### config.mk
export PLATFORM = sky130hd
export DESIGN_NAME = dtvt_ctrl
export DESIGN_NICKNAME = d
export VERILOG_FILES = /design/src/rtl/dtvt_pkg.sv /design/src/rtl/dtvt_ctrl.sv
export SDC_FILE = /design/constraint.sdc
export NUM_CORES = 1
export LEC_CHECK = 0
export BUFFER_PORTS_ARGS = -buffer_cell sky130_fd_sc_hd__buf_4
export CELL_PAD_IN_SITES_DETAIL_PLACEMENT = 1
export CELL_PAD_IN_SITES_GLOBAL_PLACEMENT = 1
export CORE_AREA = 10 10 47 49
export CTS_BUF_LIST = sky130_fd_sc_hd__clkbuf_8
export DETAILED_ROUTE_END_ITERATION = 16
export DIE_AREA = 0 0 57 59
export GPL_TIMING_DRIVEN = 0
export MAX_ROUTING_LAYER = met4
export PLACE_DENSITY = 0.68
export SYNTH_ARGS = -nofsm -noshare
export SYNTH_HDL_FRONTEND = slang
export SYNTH_SLANG_ARGS = --single-unit
### constraint.sdc
create_clock -name clk -period 1.8 [get_ports clk]
set_clock_uncertainty 0.15 [all_clocks]
set_input_delay 0.27 -clock clk [delete_from_list [all_inputs] [get_ports clk]]
set_output_delay 0.27 -clock clk [all_outputs]
set_load 0.01 [all_outputs]
### src/rtl/dtvt_pkg.sv
package dtvt_pkg;

    // default geometry and storage sizes
    localparam int DEF_TILE_SIZE        = 64;
    localparam int DEF_MAX_TILE_COLUMNS = 32;
    localparam int DEF_MAX_TILE_ROWS    = 32;
    localparam int DEF_MAX_BUFFERS      = 3;
    localparam int DEF_VERSION_BITS     = 16;

    // internal pixel coordinate width
    localparam int PIX_W = 16;

    // register reset values
    localparam logic [11:0] RST_FRAME_WIDTH  = 12'd640;
    localparam logic [11:0] RST_FRAME_HEIGHT = 12'd480;
    localparam logic [1:0]  RST_BUFFER_COUNT = 2'd3;

    // register indexes
    localparam logic [1:0] CFG_FRAME_WIDTH  = 2'd0;
    localparam logic [1:0] CFG_FRAME_HEIGHT = 2'd1;
    localparam logic [1:0] CFG_BUFFER_COUNT = 2'd2;

    // result status codes
    localparam logic [1:0] ST_ROWS    = 2'd0;
    localparam logic [1:0] ST_EMPTY   = 2'd1;
    localparam logic [1:0] ST_NOBUF   = 2'd2;
    localparam logic [1:0] ST_RELEASE = 2'd3;

    // controller to datapath commands
    typedef struct packed {
        logic load;
        logic clr_step;
        logic bump;
        logic scan_init;
        logic scan_wr;
        logic emit_release;
        logic emit_empty;
    } cmd_t;

    // datapath to controller status
    typedef struct packed {
        logic cfg_clear;
        logic clr_done;
        logic is_release;
        logic is_empty;
        logic wrap;
        logic grid_end;
    } sts_t;

    // clamp a signed coordinate into [lo, hi]
    function automatic logic signed [PIX_W:0] clamp_s(
        input logic signed [PIX_W:0] v,
        input logic signed [PIX_W:0] lo,
        input logic signed [PIX_W:0] hi
    );
        logic signed [PIX_W:0] res;
        if (v < lo)
            res = lo;
        else if (v > hi)
            res = hi;
        else
            res = v;
        return res;
    endfunction

endpackage

### src/rtl/dtvt_ctrl.sv
module dtvt_ctrl (
    input  logic           clk,
    input  logic           rst_n,
    input  logic           start,
    input  dtvt_pkg::sts_t sts,
    output dtvt_pkg::cmd_t cmd,
    output logic           busy
);

    typedef enum logic [2:0] {
        S_CLEAR,
        S_IDLE,
        S_EVAL,
        S_WCLEAR,
        S_SCAN_RD,
        S_SCAN_WR
    } state_t;

    state_t state_reg;
    state_t state_next;

    // state register, reset starts with the clearing pass
    always_ff @(posedge clk or negedge rst_n)
    begin
        if (!rst_n)
        begin
            state_reg <= S_CLEAR;
        end
        else
        begin
            state_reg <= state_next;
        end
    end

    assign busy = (state_reg != S_IDLE);

    // next state and commands
    always_comb
    begin
        state_next = state_reg;
        cmd        = '0;
        unique case (state_reg)
            S_CLEAR:
            begin
                cmd.clr_step = 1'b1;
                if (sts.clr_done)
                begin
                    state_next = S_IDLE;
                end
            end
            S_IDLE:
            begin
                if (start)
                begin
                    cmd.load   = 1'b1;
                    state_next = S_EVAL;
                end
            end
            S_EVAL:
            begin
                if (sts.is_release)
                begin
                    cmd.emit_release = 1'b1;
                    state_next       = S_IDLE;
                end
                else if (sts.is_empty)
                begin
                    cmd.emit_empty = 1'b1;
                    state_next     = S_IDLE;
                end
                else
                begin
                    cmd.bump      = 1'b1;
                    cmd.scan_init = 1'b1;
                    state_next    = sts.wrap ? S_WCLEAR : S_SCAN_RD;
                end
            end
            S_WCLEAR:
            begin
                cmd.clr_step = 1'b1;
                if (sts.clr_done)
                begin
                    state_next = S_SCAN_RD;
                end
            end
            S_SCAN_RD:
            begin
                state_next = S_SCAN_WR;
            end
            S_SCAN_WR:
            begin
                cmd.scan_wr = 1'b1;
                state_next  = sts.grid_end ? S_IDLE : S_SCAN_RD;
            end
            default:
            begin
                state_next = S_CLEAR;
            end
        endcase
        // a frame size write restarts the clearing pass
        if (sts.cfg_clear)
        begin
            cmd        = '0;
            state_next = S_CLEAR;
        end
    end

endmodule

Yosys cells after proc, flatten, opt, wreduce, memory -nomap -nowiden
Cells that the tools add are included.

Mux-type cells: 21. Equality and inequality tests: 9. Reductions and logical operators: 3.

Operator list (number): $mux 3 (8); $pmux 3 s6 (1); $ne 3x3->1 const B (3); $mux 2 (4); $mux 1 (7); $mux 7 (1); $eq 3x2->1 const B (2); $eq 3x3->1 const B (2); $eq 3x1->1 const B (1); $logic_not 3->1 (1); $ne 3x1->1 const B (1); $reduce_and 3->1 (1); $reduce_or 2->1 (1).

Register bits: 3. Input bits: 9. Output and inout port bits: 8. Logic and storage cells: 34.

Logic depth before layout (Yosys ltp)
Gate-level depths: netlist of run 1.

Depth after elaboration: 5. Gate-level depth with buffers: 5.

Worst setup path after synthesis of run 1
Ideal clock, no wire load.

Path type: register to output. Start point: register state_reg[0]. End point: output cmd[4] (netlist bit). Data arrival time: 1.293 ns. Required time: 1.380 ns. Slack: 0.087 ns. Cell stages (with the launch flop): 6. Cells stage by stage: dfrtp_1 > buf_6 > and2b_2 > nand2_1 > nor3_1 > buf_4.

RTL lines: start, declared (RTL line dtvt_ctrl.sv:19) `state_t state_reg;`; start signal, assigned (RTL line dtvt_ctrl.sv:31) `state_reg <= state_next;`; end, declared (RTL line dtvt_ctrl.sv:6) `output dtvt_pkg::cmd_t cmd,`.

==> summary.txt, run 1 <==
Outcome
  • Outcome: completed

Clock tree
  • H-Tree Depth: 1
  • Clock sink total: 3
  • Clk buf depth: 2
  • CTS tree: yes
  • CTS Root Cell: clkbuf_8
  • Num CTS Buffers: 3
  • Clk slew on worst S/H paths: roughly 0.030 ns
  • Worst skew pair latency: about 0.21 ns

Routing
  • Via density: 4.91
  • DRC Markers: 0
  • Wirelength per Cell: 15.2 um
  • Initial drt markers: 5
  • DRT Pass-1 Iters: 4
  • Antenna-violating nets left: 0
  • DRT Wirelength: about 1200 um
  • Routed via count: 383

Global route
  • Vias in the first global route: approximately 420
  • Initial antenna violation count: 0
  • Global route overflow: 0
  • Largest net degree at the start of global routing: 11
  • First-pass GRT wire length: 2040 um
  • Overall routing resource usage: 0.0778

Floorplan
  • Initial Util: 0.220
  • Site Rows: 14
  • Die Span Y: 59 um
  • Die width: 57 um
  • Die ar.: between 3000 and 4000 um2
  • Core Footprint: about 1400 um2
  • Ports: 17

Place
  • Dpl cell area: 448 um2
  • Setup WS pre-CTS: approximately 0.05 ns
  • HPWL after DPL: roughly 840 um
  • Routability-driven placement congestion ratio: 0.772
  • Count of buffers from port buffering: 16

Cells and area
  • Filler cell count in the final layout: 180
  • Largest register FFs: 3
  • Post-layout nets: just over 70
  • Post-route cell area: roughly 550 um2
  • # diodes: 0
  • Area grow syn2layout: 77.2%
  • Layout cell share with drive strength beyond 1: 0.516

STA
  • RSZ-0062 raised after global routing: yes
  • Fin. max-slew vios: 0
  • Final period util: 0.951
  • Worst setup margin: 0.0879 ns
  • Final hold violations: 0
  • Final setup fails: 0
  • Max Freq: 584 MHz
  • Least-Margin Pin Slew: 0.318 ns
  • Fin crit period: 1.71 ns
  • Rel. slew slack: 0.786

Synth
  • FF+latch count, synth: 3
  • Post-synth top area share: 0.244
  • Synth Warn #: 0
  • Cells after Synth: 40
  • Area leader, netlist: dfrtp_1
  • Main synth FF type: dfrtp_1
  • Most area-consuming cells after synthesis: dfrtp_1 24%, nand2_1 7.3%, nor2b_1 6.1%
  • FFs w/ async S/R, synth: 1.00
  • EDFF count, synth: 0
  • Mapped cell area: 308 um2
  • Synthesized area per cell: about 7.7 um2
  • Cell with the most instances after synthesis: nand2_1
  • Post-synthesis sequential area ratio: 0.244
  • Post-Syn Nets: between 40 and 50
  • Commonest cells post-synth: 6 x nand2_1, 4 x nor2_1, 3 x a21oi_1, 3 x dfrtp_1, 3 x nor2b_1
  • Cell variety after synth: 22

Worst setup path
  • CP arrival: around 1.3 ns
  • Critical Path RT: 1.38 ns
  • Crit. End Element: output port
  • Critical path launch point type: flip-flop
  • Worst path cell trace: buf_6 -> and2b_2 -> and3_1 -> buf_4
  • Slowest stage delay, CP: between 0.3 and 0.4 ns
  • Critical path class: flip-flop to output port
  • CP max FO: 10
  • Slowest cell on the critical path: dfrtp_1

Power
  • Static leakage power: around 0.26 nW
  • Maximum vdd drop: 393 uV
  • Power per Cell Area: 752 nW/um2

Worst hold path
  • HP Class: input pin to flip-flop

Flow run
  • Max cap viols: 0
cell families after synthesis:
| logic type | count (synthesis) | synth area share |
|---|---|---|
| AO/OA/AOI/OAI | 9 | 0.203 |
| buffers and inverters | 4 | 0.102 |
| flip-flops | 3 | 0.244 |
| multiplexers | 1 | 0.0325 |
| AND/OR/NAND/NOR | 23 | 0.419 |
cell type report:
class	count	area, um2	area share
buffer	2	16.3	0.0298
clock buffer	3	41.3	0.0757
clock inverter	1	3.75	0.00688
multi-input combinational	33	236	0.433
sequential	3	75.1	0.138
tap	16	20.0	0.0367
timing repair buffer	20	153	0.280
report_power, final:
group	internal (mW)	switching, mW	total [mW]
clock network	0.145	0.0412	0.186
registers	0.0746	0.00506	0.0797
logic	0.0748	0.0694	0.144
total	0.294	0.116	0.410
through the flow:
stage	hold slack (ns)	setup TNS [ns]	instances	power, mW	utilization
after floorplan	-0.176	0	40	0.150	-
after global placement	-0.0910	0	72	0.199	0.320
after detailed placement	-0.0905	0	72	0.201	0.320
after CTS	0.215	0	79	0.413	0.383
after global routing	0.229	-0.0109	78	0.442	0.389
final	0.216	0	78	0.410	0.389
critical path: cells and delay by family, from the launching register on:
family	cells	cell delay, ns
AND/OR/NAND/NOR	2	0.41
buffers and inverters	2	0.29
flip-flops	1	0.39
final timing paths:
kind / startpoint / to / slack [ns] / depth (start not counted)
min in group asynchronous: rst_n / state_reg[2]$_DFFE_PN0P_ / 0.23 / 2
worst min register to register: state_reg[1]$_DFFE_PN0P_ / state_reg[2]$_DFFE_PN0P_ / 0.57 / 4
worst max register to register: state_reg[0]$_DFFE_PN0P_ / state_reg[0]$_DFFE_PN0P_ / 0.36 / 5
worst max-delay path: state_reg[1]$_DFFE_PN0P_ / cmd[1] / 0.09 / 4
worst min-delay path: sts[0] / state_reg[2]$_DFFE_PN0P_ / 0.22 / 4
max in group asynchronous: rst_n / state_reg[1]$_DFFE_PN0P_ / 1.18 / 2
placed cells by master (no fill, tap or decap), types with 2 or more instances in the layout:
| master | n |
|---|---|
| buf_4 | 19 |
| nor2_1 | 3 |
| o21ai_0 | 2 |
| clkbuf_8 | 3 |
| nand2_1 | 5 |
| dfrtp_1 | 3 |
| nor2b_1 | 2 |
| and3_1 | 2 |
| a21oi_1 | 3 |
per-layer routing:
layer	up-vias	track usage	wire length, um
li1	187	-	-
met1	185	0.0880	519
met2	9	0.121	605
met3	2	0.0236	38
met4	0	0.0403	19
met5	-	-	0
repair_timing:
action                                  CTS  global route
hold endpoints to repair                  3             0
endpoints found under the setup margin    3             3
resized for setup                         5             4
hold buffers                              1             0
setup buffers                             3             0
gates cloned                              0             0
pin swaps                                 1             2
(Power assumes the default switching activity.)
==> run 2: changes to the inputs <==
--- a/config.mk
+++ b/config.mk
@@ -14,3 +14,3 @@
 export DIE_AREA = 0 0 57 59
-export GPL_TIMING_DRIVEN = 0
+export GPL_TIMING_DRIVEN = 1
 export MAX_ROUTING_LAYER = met4
--- a/constraint.sdc
+++ b/constraint.sdc
@@ -4,2 +4,2 @@
 set_output_delay 0.27 -clock clk [all_outputs]
-set_load 0.01 [all_outputs]
+set_load 0.1 [all_outputs]
==> run 2 against run 1 <==
  * The run now ends with negative setup slack left
  * Clock-buffer cell count stayed put
  * Highest routed layer unchanged
  * Fmax decreased by 7.7%
  * Sequential share of layout area decreased by 0.63 points
  * Power up 18%
  * Hold slack got worse by 0.0098 ns
  * Non-clock buffer count shrank 2
  * Largest power group is now combinational cells
  * Combinational power increased by 49%
  * Routed wire length fell by 3.0%
  * Sequential power fell by 0.5%
==> summary.txt, run 2 (same netlist as run 1, synthesis figures left out) <==
Floorplan
  • Ports: 17
  • Initial Util: 0.220
  • Die Span Y: 59 um
  • Die width: 57 um
  • Die ar.: 3360 um2
  • Core Footprint: between 1000 and 1500 um2
  • Site Rows: 14

Power
  • Net Sw Frac: 0.402
  • Switching power: 0.195 mW
  • Power per Cell Area: around 850 nW/um2
  • Power share of the clock group: 0.396
  • Cell Int Power: 0.290 mW
  • Static leakage power: 0.270 nW
  • Flop pwr share: 0.163
  • Maximum vdd drop: between 300 and 400 uV
  • Power, Total: 0.485 mW
  • Combinational share of power: 0.441

Cells and area
  • Commonest non-fill, non-tap cell in the layout: buf_4
  • Post-route cell area: 572 um2
  • Largest register FFs: 3
  • # diodes: 0
  • Non-Filler Instances: 76
  • Final core occ: 0.408
  • Area grow syn2layout: 85.8%
  • Post-layout nets: 70
  • Layout cell share with drive strength beyond 1: 0.533
  • Most frequent cells in the layout: 13 x buf_4, 5 x nand2_1, 5 x buf_6

STA
  • Worst setup margin: -0.0544 ns
  • Final period util: 1.03
  • Fin crit period: around 1.9 ns
  • RSZ-0062 raised after global routing: yes
  • Fin. max-slew vios: 0
  • Final setup fails: 4
  • Max Freq: 539 MHz
  • Final hold violations: 0
  • Rel. slew slack: 0.756
  • Least-Margin Pin Slew: between 0.3 and 0.4 ns

Clock tree
  • H-Tree Depth: 1
  • CTS Root Cell: clkbuf_8
  • CTS tree: yes
  • Clock sink total: 3
  • Clk slew on worst S/H paths: roughly 0.03 ns
  • Clk buf depth: 2
  • Worst skew pair latency: 0.22 ns
  • Num CTS Buffers: 3

Global route
  • Initial antenna violation count: 0
  • Largest net degree at the start of global routing: 11
  • Vias in the first global route: 406
  • Global route overflow: 0
  • First-pass GRT wire length: 1920 um
  • Overall routing resource usage: 0.0734

Worst setup path
  • Slowest stage delay, CP: 0.38 ns
  • Top delay family on crit path: simple AND/OR/NAND/NOR gates
  • WP depth: 4
  • CP arrival: roughly 1.4 ns
  • Flop-to-flop setup slack: 0.43 ns
  • Critical path class: flip-flop to output port
  • Critical Path RT: around 1.4 ns
  • CP Buf/Inv Count: 1
  • Crit. End Element: output port
  • RR Endpoint: state_reg[1]$_DFFE_PN0P_
  • Slowest cell on the critical path: dfrtp_1
  • Worst path cell trace: and2b_2 -> nand2_4 -> nor3_4 -> buf_6
  • Reg2reg path depth: 4
  • R2R Path Start: state_reg[1]$_DFFE_PN0P_
  • CP max FO: 4
  • Critical path launch point type: flip-flop

Routing
  • DRT Wirelength: ~1100 um
  • Wirelength per Cell: 15.1 um
  • Routed via count: about 380
  • Antenna-violating nets left: 0
  • DRC Markers: 0
  • Via density: 4.97
  • Initial drt markers: 1
  • DRT Pass-1 Iters: 2

Place
  • Placed Instances: 71
  • Setup WS pre-CTS: approximately 0.16 ns
  • HPWL after DPL: 888 um
  • Dpl cell area: 485 um2
  • Count of buffers from port buffering: 16
  • Routability-driven placement congestion ratio: 0.780

Worst hold path
  • Hold path start: sts[0]
  • HP Class: input pin to flip-flop
  • WHS Endpoint: state_reg[2]$_DFFE_PN0P_
  • Hold path depth: 4

Outcome
  • Outcome: finished, violations left
  • Failing checks: negative setup slack

Flow run
  • Max cap viols: 0
[run 2: cell count changes in the layout (fill, tap and decap cells not counted), moves of 2 or more]
cell,previous run,this run
buf_4,19,13
buf_6,1,5
and3_1,2,0
and3_2,0,2
[run 2: worst reg2reg max path, cell delays in order, from the launching register on]
cell     delay [ns]
dfrtp_1        0.37
buf_4          0.18
nand2_1        0.05
o21ai_0        0.31
o22ai_1        0.17
[run 2: how the worst max path moves through the flow]
stage	start	end	slack [ns]
after floorplan	state_reg[0]$_DFFE_PN0P_	cmd[4]	-0.57
after global placement	sts[5]	cmd[3]	0.17
after detailed placement	state_reg[0]$_DFFE_PN0P_	cmd[3]	0.16
after CTS	state_reg[0]$_DFFE_PN0P_	cmd[3]	-0.05
after global routing	state_reg[0]$_DFFE_PN0P_	cmd[4]	-0.10
final	state_reg[0]$_DFFE_PN0P_	cmd[3]	-0.05
[run 2: metrics by stage]
stage	TNS, ns	hold slack [ns]
global route	-0.446	0.236
detailed placement	0	-0.0876
CTS	-0.123	0.205
finish	-0.138	0.206
global placement	0	-0.0889
floorplan	-1.51	-0.176
[run 2: per-layer routing]
metal  vias to the layer above  part of all wire  global-route usage
met1                       178              0.44              0.0834
li1                        184                 -                   -
met2                        12              0.50               0.107
met5                         -                 0                   -
met3                         4             0.036              0.0236
met4                         0             0.027              0.0503
[run 2: layout make-up]
type / instances / area [um2]
Clock buffer: 3 / 41.3
Clock inverter: 1 / 3.75
Fill cell: 174 / 830
Multi-Input combinational cell: 33 / 248
Sequential cell: 3 / 75.1
Tap cell: 16 / 20.0
Timing Repair Buffer: 20 / 184
[run 2: power by group through the flow]
stage	Combinational, mW	Clock, mW	Sequential (mW)
floorplan	0.160	0	0.0780
detailed placement	0.208	0	0.0799
global route	0.229	0.202	0.0806
CTS	0.212	0.197	0.0792
finish	0.214	0.192	0.0793
global placement	0.207	0	0.0790
[run 2: timing repair]
item	in CTS	in global routing
setup buffers	0	0
endpoints found under the setup margin	4	7
hold endpoints to repair	3	0
hold buffers	1	0
resized for setup	6	2
